File: config.mk
export PLATFORM = sky130hd
export DESIGN_NAME = color_ramp_interpolator
export DESIGN_NICKNAME = d
export VERILOG_FILES = /design/src/rtl/cri_pkg.sv /design/src/rtl/cri_store.sv /design/src/rtl/cri_div.sv /design/src/rtl/color_ramp_interpolator.sv
export SDC_FILE = /design/constraint.sdc
export NUM_CORES = 2
export LEC_CHECK = 0
export CELL_PAD_IN_SITES_DETAIL_PLACEMENT = 0
export CELL_PAD_IN_SITES_GLOBAL_PLACEMENT = 2
export CORE_MARGIN = 1
export CORE_UTILIZATION = 34
export CTS_CLUSTER_SIZE = 28
export DETAILED_ROUTE_END_ITERATION = 8
export DONT_BUFFER_PORTS = 1
export PLACE_DENSITY = 0.58
export SYNTH_ARGS = -nofsm -noshare
export SYNTH_HDL_FRONTEND = slang
export SYNTH_SLANG_ARGS = --single-unit
File: constraint.sdc
create_clock -name i_clk -period 11.15 [get_ports i_clk]
set_input_delay 0.5575 -clock i_clk [delete_from_list [all_inputs] [get_ports i_clk]]
set_output_delay 0.5575 -clock i_clk [all_outputs]
set_load 0.005 [all_outputs]
File: src/rtl/cri_pkg.sv
// Types, codes and constants shared by the color ramp interpolator.
// No dependencies; imported by every other file of the block.
package cri_pkg;

    // Operation codes of an input word
    localparam logic [1:0] OP_CLEAR  = 2'd0;
    localparam logic [1:0] OP_ADD    = 2'd1;
    localparam logic [1:0] OP_LOOKUP = 2'd2;

    // Status codes of a result word
    localparam logic [1:0] ST_OK    = 2'd0;
    localparam logic [1:0] ST_FULL  = 2'd1;
    localparam logic [1:0] ST_EMPTY = 2'd2;

    // Shared divider geometry: full mode walks all dividend bits,
    // short mode only the low quotient bits (quotient known below 256).
    localparam int DEN_W = 16;
    localparam int QS_W  = 8;
    localparam int DIV_W = DEN_W + QS_W;
    localparam int CNT_W = $clog2(DIV_W + 1);

    typedef struct packed {
        logic [1:0]  op;
        logic [15:0] point_position;
        logic [7:0]  point_red;
        logic [7:0]  point_green;
        logic [7:0]  point_blue;
        logic [7:0]  entry_index;
    } t_in_word;

    typedef struct packed {
        logic [1:0] status;
        logic [7:0] out_red;
        logic [7:0] out_green;
        logic [7:0] out_blue;
    } t_out_word;

    // One stored control point
    typedef struct packed {
        logic [15:0] pos;
        logic [7:0]  red;
        logic [7:0]  green;
        logic [7:0]  blue;
    } t_point;

    typedef struct packed {
        logic             start;
        logic             short_mode;
        logic [DIV_W-1:0] dividend;
        logic [DEN_W-1:0] divisor;
    } t_div_req;

    // Channel select: 0 red, 1 green, 2 blue
    function automatic logic [7:0] point_chan(input t_point pt, input logic [1:0] ch);
        logic [7:0] val;
        case (ch)
            2'd0:    val = pt.red;
            2'd1:    val = pt.green;
            default: val = pt.blue;
        endcase
        return val;
    endfunction

endpackage

File: src/rtl/cri_store.sv
// Control point store: one synchronous memory, one write and one read port.
// Read data is registered. Uses cri_pkg.
module cri_store
    import cri_pkg::*;
#(
    parameter int DEPTH = 16,
    parameter int AW    = 4
) (
    input  logic          i_clk,
    input  logic          i_we,
    input  logic [AW-1:0] i_waddr,
    input  t_point        i_wdata,
    input  logic          i_re,
    input  logic [AW-1:0] i_raddr,
    output t_point        o_rdata
);

    t_point r_mem [DEPTH];
    t_point r_rdata;

    always_ff @(posedge i_clk) begin
        if (i_we) begin
            r_mem[i_waddr] <= i_wdata;
        end
    end

    always_ff @(posedge i_clk) begin
        if (i_re) begin
            r_rdata <= r_mem[i_raddr];
        end
    end

    assign o_rdata = r_rdata;

endmodule

File: src/rtl/cri_div.sv
// Shared restoring divider, one quotient bit per cycle.
// Full mode: DIV_W steps. Short mode: QS_W steps, quotient must fit QS_W bits.
// Uses cri_pkg.
module cri_div
    import cri_pkg::*;
(
    input  logic             i_clk,
    input  logic             i_rst_n,
    input  t_div_req         i_req,
    output logic             o_done,
    output logic [DIV_W-1:0] o_quot
);

    logic [DEN_W-1:0] r_rem;
    logic [DEN_W-1:0] r_div;
    logic [DIV_W-1:0] r_q;
    logic [CNT_W-1:0] r_cnt;
    logic             r_run;
    logic             r_done;

    logic [DEN_W:0]   trial;
    logic [DEN_W:0]   diff;
    logic             ge;

    // remainder stays below the divisor, so the trial fits DEN_W+1 bits
    assign trial = {r_rem, r_q[DIV_W-1]};
    assign diff  = trial - {1'b0, r_div};
    assign ge    = (trial >= {1'b0, r_div});

    always_ff @(posedge i_clk) begin
        if (i_req.start) begin
            r_div <= i_req.divisor;
            if (i_req.short_mode) begin
                r_rem <= i_req.dividend[DIV_W-1 -: DEN_W];
                r_q   <= {i_req.dividend[QS_W-1:0], {DEN_W{1'b0}}};
            end else begin
                r_rem <= '0;
                r_q   <= i_req.dividend;
            end
        end else if (r_run) begin
            r_rem <= ge ? diff[DEN_W-1:0] : trial[DEN_W-1:0];
            r_q   <= {r_q[DIV_W-2:0], ge};
        end
    end

    always_ff @(posedge i_clk) begin
        if (!i_rst_n) begin
            r_run  <= 1'b0;
            r_done <= 1'b0;
            r_cnt  <= '0;
        end else begin
            r_done <= 1'b0;
            if (i_req.start) begin
                r_run <= 1'b1;
                r_cnt <= i_req.short_mode ? CNT_W'(QS_W) : CNT_W'(DIV_W);
            end else if (r_run) begin
                r_cnt <= r_cnt - 1'b1;
                if (r_cnt == CNT_W'(1)) begin
                    r_run  <= 1'b0;
                    r_done <= 1'b1;
                end
            end
        end
    end

    assign o_done = r_done;
    assign o_quot = r_q;

endmodule

File: src/rtl/color_ramp_interpolator.sv
// Color ramp interpolator: sorted control point store with linear lookup.
// Clear, an unused op, an add to a full store and a lookup in an empty store are answered
// from idle; an add moves each stored point above the new one up an entry, then writes it in.
// Lookup checks the first point, then the last, then scans up to MAX_POINTS - 1 points for
// the enclosing segment and runs 3 channels, each a multiply and an 8-step divide.
// One word at a time, busy high while working; results cannot be stalled; reset empties store.
module color_ramp_interpolator
    import cri_pkg::*;
#(
    parameter int MAX_POINTS = 16,
    parameter int ENTRIES    = 256
) (
    input  logic      i_clk,
    input  logic      i_rst_n,
    input  logic      start,
    output logic      busy,
    input  t_in_word  i_cmd,
    output logic      o_done,
    output t_out_word o_result
);

    localparam int AW = (MAX_POINTS > 1) ? $clog2(MAX_POINTS) : 1;
    localparam int CW = $clog2(MAX_POINTS + 1);

    // Sequencer states
    localparam logic [3:0] S_IDLE    = 4'd0;
    localparam logic [3:0] S_INS_RD  = 4'd1;  // read the point below the hole, or drop new point in at entry 0
    localparam logic [3:0] S_INS_CMP = 4'd2;  // move it up or drop new point in
    localparam logic [3:0] S_CHK0    = 4'd4;  // first point check
    localparam logic [3:0] S_CHKL    = 4'd5;  // last point check
    localparam logic [3:0] S_SCAN    = 4'd6;  // walk to the enclosing segment
    localparam logic [3:0] S_MUL0    = 4'd7;  // c0 * (x1 - p)
    localparam logic [3:0] S_MUL1    = 4'd8;  // + c1 * (p - x0), start divide
    localparam logic [3:0] S_DIV     = 4'd9;  // wait for channel quotient

    logic [3:0]       r_state, n_state;
    logic [CW-1:0]    r_count, n_count;
    logic [AW-1:0]    r_k, n_k;
    logic [AW-1:0]    r_j, n_j;
    t_point           r_new, n_new;
    logic [15:0]      r_p, n_p;
    t_point           r_lo, n_lo;      // segment start (x0, c0)
    t_point           r_hi, n_hi;      // segment end color
    logic [15:0]      r_d0, n_d0;
    logic [15:0]      r_d1, n_d1;
    logic [15:0]      r_den, n_den;
    logic [DIV_W-1:0] r_prod, n_prod;
    logic [1:0]       r_ch, n_ch;
    logic [7:0]       r_red, n_red;
    logic [7:0]       r_grn, n_grn;
    logic             r_done, n_done;
    t_out_word        r_result, n_result;

    logic             accept;
    logic             mem_we;
    logic [AW-1:0]    mem_waddr;
    t_point           mem_wdata;
    logic             mem_re;
    logic [AW-1:0]    mem_raddr;
    t_point           mem_rdata;
    t_div_req         div_req;
    logic             div_done;
    logic [DIV_W-1:0] div_quot;
    logic [AW-1:0]    last_idx;
    logic [15:0]      pos_tbl [256];

    assign busy     = (r_state != S_IDLE);
    assign accept   = start & ~busy;
    assign last_idx = AW'(r_count - 1'b1);

    // index to position, floor(index * 65535 / (ENTRIES - 1)) saturated to 16 bits;
    // every entry is a constant, so this is plain logic
    for (genvar gi = 0; gi < 256; gi++) begin : g_pos_tbl
        localparam int PW = gi * 65535 / (ENTRIES - 1);
        assign pos_tbl[gi] = (PW > 65535) ? 16'hFFFF : 16'(PW);
    end

    cri_store #(
        .DEPTH (MAX_POINTS),
        .AW    (AW)
    ) u_store (
        .i_clk   (i_clk),
        .i_we    (mem_we),
        .i_waddr (mem_waddr),
        .i_wdata (mem_wdata),
        .i_re    (mem_re),
        .i_raddr (mem_raddr),
        .o_rdata (mem_rdata)
    );

    cri_div u_div (
        .i_clk   (i_clk),
        .i_rst_n (i_rst_n),
        .i_req   (div_req),
        .o_done  (div_done),
        .o_quot  (div_quot)
    );

    always_comb begin
        n_state  = r_state;
        n_count  = r_count;
        n_k      = r_k;
        n_j      = r_j;
        n_new    = r_new;
        n_p      = r_p;
        n_lo     = r_lo;
        n_hi     = r_hi;
        n_d0     = r_d0;
        n_d1     = r_d1;
        n_den    = r_den;
        n_prod   = r_prod;
        n_ch     = r_ch;
        n_red    = r_red;
        n_grn    = r_grn;
        n_done   = 1'b0;
        n_result = r_result;

        mem_we    = 1'b0;
        mem_waddr = r_k;
        mem_wdata = r_new;
        mem_re    = 1'b0;
        mem_raddr = '0;

        div_req            = '0;
        div_req.short_mode = 1'b1;
        div_req.divisor    = r_den;

        case (r_state)
            S_IDLE: begin
                if (accept) begin
                    case (i_cmd.op)
                        OP_CLEAR: begin
                            n_count  = '0;
                            n_done   = 1'b1;
                            n_result = '{status: ST_OK, default: '0};
                        end
                        OP_ADD: begin
                            if (r_count == CW'(MAX_POINTS)) begin
                                n_done   = 1'b1;
                                n_result = '{status: ST_FULL, default: '0};
                            end else begin
                                n_new.pos   = i_cmd.point_position;
                                n_new.red   = i_cmd.point_red;
                                n_new.green = i_cmd.point_green;
                                n_new.blue  = i_cmd.point_blue;
                                n_k         = AW'(r_count);
                                n_state     = S_INS_RD;
                            end
                        end
                        OP_LOOKUP: begin
                            if (r_count == '0) begin
                                n_done   = 1'b1;
                                n_result = '{status: ST_EMPTY, default: '0};
                            end else begin
                                n_p       = pos_tbl[i_cmd.entry_index];
                                mem_re    = 1'b1;
                                mem_raddr = '0;
                                n_state   = S_CHK0;
                            end
                        end
                        default: begin
                            n_done   = 1'b1;
                            n_result = '{status: ST_OK, default: '0};
                        end
                    endcase
                end
            end

            S_INS_RD: begin
                if (r_k == '0) begin
                    mem_we    = 1'b1;
                    mem_waddr = '0;
                    n_count   = r_count + 1'b1;
                    n_done    = 1'b1;
                    n_result  = '{status: ST_OK, default: '0};
                    n_state   = S_IDLE;
                end else begin
                    mem_re    = 1'b1;
                    mem_raddr = r_k - 1'b1;
                    n_state   = S_INS_CMP;
                end
            end

            S_INS_CMP: begin
                mem_we = 1'b1;
                // strictly greater moves up, so ties keep arrival order
                if (mem_rdata.pos > r_new.pos) begin
                    mem_wdata = mem_rdata;
                    n_k       = r_k - 1'b1;
                    n_state   = S_INS_RD;
                end else begin
                    n_count  = r_count + 1'b1;
                    n_done   = 1'b1;
                    n_result = '{status: ST_OK, default: '0};
                    n_state  = S_IDLE;
                end
            end

            S_CHK0: begin
                if (r_p <= mem_rdata.pos) begin
                    n_done   = 1'b1;
                    n_result = '{ST_OK, mem_rdata.red, mem_rdata.green, mem_rdata.blue};
                    n_state  = S_IDLE;
                end else begin
                    n_lo      = mem_rdata;
                    mem_re    = 1'b1;
                    mem_raddr = last_idx;
                    n_state   = S_CHKL;
                end
            end

            S_CHKL: begin
                if (r_p >= mem_rdata.pos) begin
                    n_done   = 1'b1;
                    n_result = '{ST_OK, mem_rdata.red, mem_rdata.green, mem_rdata.blue};
                    n_state  = S_IDLE;
                end else begin
                    // p lies strictly inside, so at least two points are stored
                    mem_re    = 1'b1;
                    mem_raddr = AW'(1);
                    n_j       = AW'(1);
                    n_state   = S_SCAN;
                end
            end

            S_SCAN: begin
                // first point at or above p closes the segment; its start is
                // strictly below p, so the segment width is never zero here
                if (r_p <= mem_rdata.pos) begin
                    n_hi    = mem_rdata;
                    n_d0    = mem_rdata.pos - r_p;
                    n_d1    = r_p - r_lo.pos;
                    n_den   = mem_rdata.pos - r_lo.pos;
                    n_ch    = 2'd0;
                    n_state = S_MUL0;
                end else begin
                    n_lo      = mem_rdata;
                    n_j       = r_j + 1'b1;
                    mem_re    = 1'b1;
                    mem_raddr = r_j + 1'b1;
                end
            end

            S_MUL0: begin
                n_prod  = DIV_W'(point_chan(r_lo, r_ch)) * DIV_W'(r_d0);
                n_state = S_MUL1;
            end

            S_MUL1: begin
                // blended sum is at most 255 * width, quotient fits 8 bits
                div_req.start    = 1'b1;
                div_req.dividend = r_prod + DIV_W'(point_chan(r_hi, r_ch)) * DIV_W'(r_d1);
                n_state          = S_DIV;
            end

            S_DIV: begin
                if (div_done) begin
                    case (r_ch)
                        2'd0: begin
                            n_red   = div_quot[7:0];
                            n_ch    = 2'd1;
                            n_state = S_MUL0;
                        end
                        2'd1: begin
                            n_grn   = div_quot[7:0];
                            n_ch    = 2'd2;
                            n_state = S_MUL0;
                        end
                        default: begin
                            n_done   = 1'b1;
                            n_result = '{ST_OK, r_red, r_grn, div_quot[7:0]};
                            n_state  = S_IDLE;
                        end
                    endcase
                end
            end

            default: begin
                n_state = S_IDLE;
            end
        endcase
    end

    // control state
    always_ff @(posedge i_clk) begin
        if (!i_rst_n) begin
            r_state <= S_IDLE;
            r_count <= '0;
            r_done  <= 1'b0;
        end else begin
            r_state <= n_state;
            r_count <= n_count;
            r_done  <= n_done;
        end
    end

    // payload and working registers
    always_ff @(posedge i_clk) begin
        r_k      <= n_k;
        r_j      <= n_j;
        r_new    <= n_new;
        r_p      <= n_p;
        r_lo     <= n_lo;
        r_hi     <= n_hi;
        r_d0     <= n_d0;
        r_d1     <= n_d1;
        r_den    <= n_den;
        r_prod   <= n_prod;
        r_ch     <= n_ch;
        r_red    <= n_red;
        r_grn    <= n_grn;
        r_result <= n_result;
    end

    assign o_done   = r_done;
    assign o_result = r_result;

    a_count_bound: assert property (@(posedge i_clk) disable iff (!i_rst_n)
        r_count <= CW'(MAX_POINTS))
        else $error("point count above capacity");

    a_full_only_when_full: assert property (@(posedge i_clk) disable iff (!i_rst_n)
        (o_done && o_result.status == ST_FULL) |-> r_count == CW'(MAX_POINTS))
        else $error("full status with room left");

    a_error_zero_color: assert property (@(posedge i_clk) disable iff (!i_rst_n)
        (o_done && o_result.status != ST_OK) |->
        (o_result.out_red == 8'd0 && o_result.out_green == 8'd0 &&
         o_result.out_blue == 8'd0))
        else $error("nonzero color on error status");

    a_div_expected: assert property (@(posedge i_clk) disable iff (!i_rst_n)
        div_done |-> (r_state == S_DIV))
        else $error("divider finished with nobody waiting");

    a_scan_in_range: assert property (@(posedge i_clk) disable iff (!i_rst_n)
        (r_state == S_SCAN) |-> (r_j <= last_idx))
        else $error("segment scan ran past the last point");

endmodule

-- Yosys cells after proc, flatten, opt, wreduce, memory -nomap -nowiden
Memories as Yosys holds them, arrays and structs flattened. A register that Yosys moved wholly into a read port is not among the register bits.
Cells that the tools add are included.
W data, S select, Z words.
- register bits after elaboration: 301
- memory bits (writable): 640
- bits in read-only memories: 4096
- bits of input ports: 53
- output and inout bits: 28
- word-level logic and storage cells: 209
- memories: 2
- memories (name ; depth ; bits a word ; read ports ; clocked after Yosys merged registers in ; write ports ; RTL line ; RTL):
    (name not given) ; 256 ; 16 ; 1 ; 1 ; 0 ; color_ramp_interpolator.sv:155 ; n_p = pos_tbl[i_cmd.entry_index];
    u_store.r_mem ; 16 ; 40 ; 1 ; 1 ; 1 ; cri_store.sv:18 ; t_point r_mem [DEPTH];
- add/sub/neg operators: 10
- multiply operators: 2
- magnitude comparators: 4
- equality and inequality tests: 33
- muxes and demuxes: 87
- bitwise gates (word level): 8
- reduce and logical (&&, ||, !) cells: 28
- operators by type and width (kind ; number):
    $mux W26 ; 9
    $pmux W26 S6 ; 1
    $mux W40 ; 2
    $mux W24 ; 3
    $mux W4 ; 18
    $sub A16 B16 Y16 ; 4
    $pmux W26 S2 ; 1
    $mul A8 B16 Y24 ; 2
    $mux W16 ; 3
    $pmux W4 S9 ; 1
    $pmux W8 S2 ; 2
    $add A24 B24 Y24 ; 1
    $mux W1 ; 24
    $pmux W4 S2 ; 3
    $ne A2 B2 Y1 const B ; 11
    $mux W5 ; 4
    $ge A17 B16 Y1 ; 1
    $eq A4 B3 Y1 const B ; 4
    $ge A16 B16 Y1 ; 1
    $gt A16 B16 Y1 ; 1
    $le A16 B16 Y1 ; 1
    $mux W8 ; 2
    $pmux W4 S4 ; 1
    $ne A3 B3 Y1 const B ; 5
    38 further kinds ; 67

-- Longest topological paths before layout
- depth in word-level cells: 7
- mapped depth: 25
- depth with buffers taken out: 22

-- Modules after synthesis
Synthesis repeated with hierarchy kept, for this count alone.
- cell total of the unflattened synthesis: 3285
- area total of the unflattened synthesis: 49572.5 sq um
- modules (own cells, without submodules) (module ; times used ; cells an instance ; area each (sq um) ; sequential area each (sq um)):
    cri_store ; 1 ; 1040 ; 25532.0 ; 20419.6
    color_ramp_interpolator ; 1 ; 1908 ; 20330.7 ; 7287.0
    cri_div ; 1 ; 337 ; 3709.8 ; 1821.7

-- Worst setup path after synthesis
Ideal clock, no wire load.
- path type: register -> register
- start point: register r_ch[0]
- end point: register r_prod[23] (data pin)
- library setup time: 270 ps
- arrival time: 6176 ps
- required time: 10880 ps
- setup slack: 4704 ps
- cell stages (with the launch flop): 25
- path buffers: 3
- clock period less this slack: 6446 ps
- path through: edfxtp_1 -> clkbuf_1 -> buf_1 -> mux2i_1 -> nor2_1 -> a21oi_1 -> clkbuf_1 -> nor2b_1 -> fa_1 -> inv_1 -> fa_1 -> inv_1 -> fa_1 -> inv_1 -> fa_1 -> inv_1 -> ha_1 -> o21ai_0 -> a21oi_1 -> o211a_1 -> o21a_1 -> o21ai_0 -> o311ai_0 -> a2111oi_0 -> nor3b_1
- longest elaborated chain between the ends: 4
- elaborated cells between the ends (all ways): 5
- those cells by class: 1 x mul; 1 x eq/ne; 2 x mux; 1 x reduce/logical
- ends and longest elaborated chain (element ; RTL line ; RTL):
    start, declared ; color_ramp_interpolator.sv:48 ; logic [1:0] r_ch, n_ch;
    start signal, assigned ; color_ramp_interpolator.sv:309 ; r_ch <= n_ch;
    $eq A2 B1 Y1 or $logic_not A2 Y1 (tied branches) ; cri_pkg.sv:56 ; case (ch)
    $pmux W8 S2 (*) ; cri_pkg.sv:56 ;
    $mux W8 (*) ; color_ramp_interpolator.sv:128 ; case (r_state)
    $mul A8 B16 Y24 (*) ; color_ramp_interpolator.sv:245 ; n_prod = DIV_W'(point_chan(r_lo, r_ch)) * DIV_W'(r_d0);
    end signal, assigned ; color_ramp_interpolator.sv:308 ; r_prod <= n_prod;
    end, declared ; color_ramp_interpolator.sv:47 ; logic [DIV_W-1:0] r_prod, n_prod;
Every way passes the cells marked *; elsewhere a longest branch is shown, timed or not. The select of a mux whose other input is x is not followed.
A chain may end at the register's enable or synchronous reset.

-- Worst setup path in the final report
Ends and elaborated chain as after synthesis.

==> flow_summary.json <==
{
  "nNetsFinal": 4337,
  "yosysWarnings": 0,
  "cts_max_level": 3,
  "hold_depth": 2,
  "hpwl_um": 92080,
  "cts_resized": 0,
  "rr_startpoint": "r_ch[0]$_SDFFCE_PN0P_",
  "grt.total_usage_pct": 19.63,
  "wl_um": 144900,
  "drcViolationCount": 0,
  "die_w_um": 384.6,
  "synth_cell_types": 73,
  "fillers": 13932,
  "finalNonFillerCells": 5917,
  "cts_root_buf": "clkbuf_16",
  "antenna_cells": 0,
  "min_from": "i_rst_n",
  "whs_ps": 86.25,
  "drv_slew": 0,
  "end_kind": "flip-flop",
  "r2r_slack_ps": 4500,
  "worstHoldPathType": "input port to flip-flop",
  "drtPass1Iterations": 7,
  "p_sw_mw": 1.989,
  "clkTransAtPathRegs_ps": 60,
  "power.switching_fraction_pct": 23.59,
  "core_area_um2": 145400,
  "p_per_area_nw_per_um2": 149.7,
  "path_cells": "mux2i_1 > nor2_1 > a21oi_1 > buf_4 > nor2b_1 > fa_1 > inv_1 > fa_1 > inv_1 > fa_1 > inv_1 > fa_1 > inv_1 > ha_1 > o21ai_0 > a21oi_1 > o211a_1 > o21a_1 > o21ai_0 > o311ai_0 > a2111oi_0 > nor3b_1",
  "place_area_um2": 52280,
  "die_area_um2": 147900,
  "grt_pass1_wl_um": 210600,
  "synth_seq_cells": 989,
  "worstHoldEndpoint": "r_count[4]$_SDFFE_PN0P_",
  "grt_pass1_vias": 30783,
  "ys.flop_type": "edfxtp_1",
  "cts-buffers-inserted": 112,
  "critPathLaunchType": "flip-flop",
  "slew_headroom_pct": 23.29,
  "yosys-top-cells-area": "edfxtp_1, fa_1, ha_1",
  "yosys.area.top_type": "edfxtp_1",
  "grt.overflow.total": 0,
  "path_max_fanout": 19,
  "setup_tns_ps": 0,
  "clock-sinks": 989,
  "cts_tree": "yes",
  "async_flop_share_pct": 0,
  "critPathSlowestCell": "edfxtp_1",
  "die_y_um": 384.6,
  "tightest_slew_ps": 1143,
  "p_leak_nw": 21.21,
  "synth_edf_count": 956,
  "rsz0062_at_grt": "false",
  "cts.path.max_buffers": 3,
  "maxCapViolCount": 0,
  "routabilityCongestion": 0.7697,
  "syn_avg_cell_area_um2": 13.00,
  "worstPathArrival_ps": 7100,
  "io_pins": 81,
  "p_seq_share_pct": 49.8,
  "worstSkewPairLatency_ps": 720,
  "placedCellCount": 5664,
  "synthesis.area_um2": 49780,
  "required_ps": 11600,
  "synth_top_area_share_pct": 57.67,
  "setup_viol": 0,
  "port_buffers": 0,
  "yosysSeqAreaShare_pct": 59.00,
  "syn_to_final_growth_pct": 13.16,
  "r2r_end": "r_prod[23]$_DFFE_PP_",
  "postCtsSetupRepairBufs": 0,
  "antenna_found_initial": 10,
  "grt_max_degree": 121,
  "fin_skew_ps": 44.84,
  "via_count": 30005,
  "critical_path_class": "flip-flop to flip-flop",
  "wl_per_cell_um": 24.49,
  "peakVddDrop_uv": 114.8,
  "synth_cells": 3829,
  "vias_per_cell": 5.071,
  "clock.fmax_mhz": 150.3,
  "ff2ff_path_depth": 22,
  "internal-power_mw": 6.444,
  "hold_viol_final": 0,
  "fin_crit_ps": 6651,
  "ant_nets": 0,
  "drive_gt1_share_pct": 8.025,
  "rows": 140,
  "max_stage_delay_ps": 1040,
  "drt-initial-drc-count": 1743,
  "syn_nets": 4256,
  "finalCritPeriodShare_pct": 59.65,
  "clkPwrFrac_pct": 42.6,
  "final_area_um2": 56330,
  "p_comb_share_pct": 7.6,
  "initial_core_util_pct": 34.24,
  "status": "finished, final reports clean"
}
[cell type report]
type	count	area, µm²	area share, %
flip-flops and latches	989	29370	52.14
multi-input cells	2322	18550	32.93
clock buffers	140	2990	5.309
well taps	1917	2399	4.258
inverters	352	1321	2.346
repair buffers	133	1134	2.012
clock inverters	64	568.0	1.008
[worst max-delay path: cells and delay by family (launching register included)]
family	cells	cell delay [ps]
muxes	1	270
AOI/OAI and AO/OA	8	2030
adders and majority gates	5	2320
DFF	1	1040
and+or+nand+nor	3	260
buffers and inverters	5	450
[worst max path at each step]
stage	start	to	cells past startpoint
3_5_place_dp	r_ch[0]$_SDFFCE_PN0P_	r_prod[23]$_DFFE_PP_	22
3_3_place_gp	r_ch[0]$_SDFFCE_PN0P_	r_prod[23]$_DFFE_PP_	22
4_1_cts	r_ch[0]$_SDFFCE_PN0P_	r_prod[23]$_DFFE_PP_	22
6_report	r_ch[0]$_SDFFCE_PN0P_	r_prod[23]$_DFFE_PP_	22
2_1_floorplan	r_ch[0]$_SDFFCE_PN0P_	r_prod[23]$_DFFE_PP_	24
5_1_grt	r_ch[0]$_SDFFCE_PN0P_	r_prod[23]$_DFFE_PP_	22
[Yosys cell counts (73+ instances only)]
cell type / number
nor2b_1: 145
ha_1: 180
clkbuf_1: 109
edfxtp_1: 956
inv_1: 351
fa_1: 194
a32o_1: 78
xnor2_1: 73
o21ai_0: 92
and2_1: 97
nand2_1: 453
a21oi_1: 128
nor2_1: 121
mux2i_1: 163
[power by group through the flow]
| stage | combinational [mW] | sequential [mW] | clock (mW) |
|---|---|---|---|
| CTS | 0.657 | 4.20 | 3.69 |
| global placement | 0.642 | 4.28 | 0 |
| global route | 0.713 | 4.20 | 3.82 |
| detailed placement | 0.639 | 4.28 | 0 |
| finish | 0.642 | 4.20 | 3.59 |
| floorplan | 0.437 | 4.23 | 0 |
[placed cells by master, fill, tap and decap left out, types with 73 or more instances in the layout]
| master | netlist | layout |
|---|---|---|
| o21ai_0 | 92 | 75 |
| edfxtp_1 | 956 | 956 |
| fa_1 | 194 | 194 |
| inv_1 | 351 | 351 |
| ha_1 | 180 | 180 |
| buf_4 | 11 | 83 |
| clkbuf_16 | 0 | 114 |
| nand2_1 | 453 | 452 |
| nor2b_1 | 145 | 144 |
| mux2i_1 | 163 | 163 |
| and2_1 | 97 | 91 |
| xnor2_1 | 73 | 73 |
| a32o_1 | 78 | 78 |
| a21oi_1 | 128 | 127 |
| nor2_1 | 121 | 110 |
[sequential cells by signal (all words and copies together) (netlist names), 24 cells and up]
signal	flops
u_store.r_mem	640
u_store.o_rdata	40
r_hi	24
r_lo	40
o_result	26
r_new	40
r_prod	24
u_div.o_quot	24
[metrics by stage]
| step | utilization [%] | power, mW | worst slack, ps |
|---|---|---|---|
| finish | 38.74 | 8.432 | 4499 |
| global route | 38.74 | 8.730 | 3841 |
| CTS | 38.74 | 8.546 | 4401 |
| detailed placement | 35.96 | 4.917 | 4440 |
| global placement | 35.96 | 4.919 | 4504 |
| floorplan | - | 4.668 | 4704 |
[per-layer routing]
metal	GRT usage [%]	vias up	share of wire, %
li1	-	14032	-
met1	24.60	15331	43
met2	34.54	466	51
met3	3.067	172	3.9
met4	6.099	4	2.7
met5	0	-	0.010
[repair_timing]
action / in CTS / in global routing
hold buffers: 49 / 0
hold endpoints to repair: 54 / 0
setup endpoints to repair: 0 / 0
[cell families after synthesis]
family	Yosys count	synth area share, %
simple gates	1033	9.921
flops	989	59.00
compound gates	629	9.056
buf+inv	518	4.117
fa+ha+maj	374	12.33
mux	191	3.911
xor+xnor	95	1.671
No activity file was read; power rests on OpenSTA's default activity.
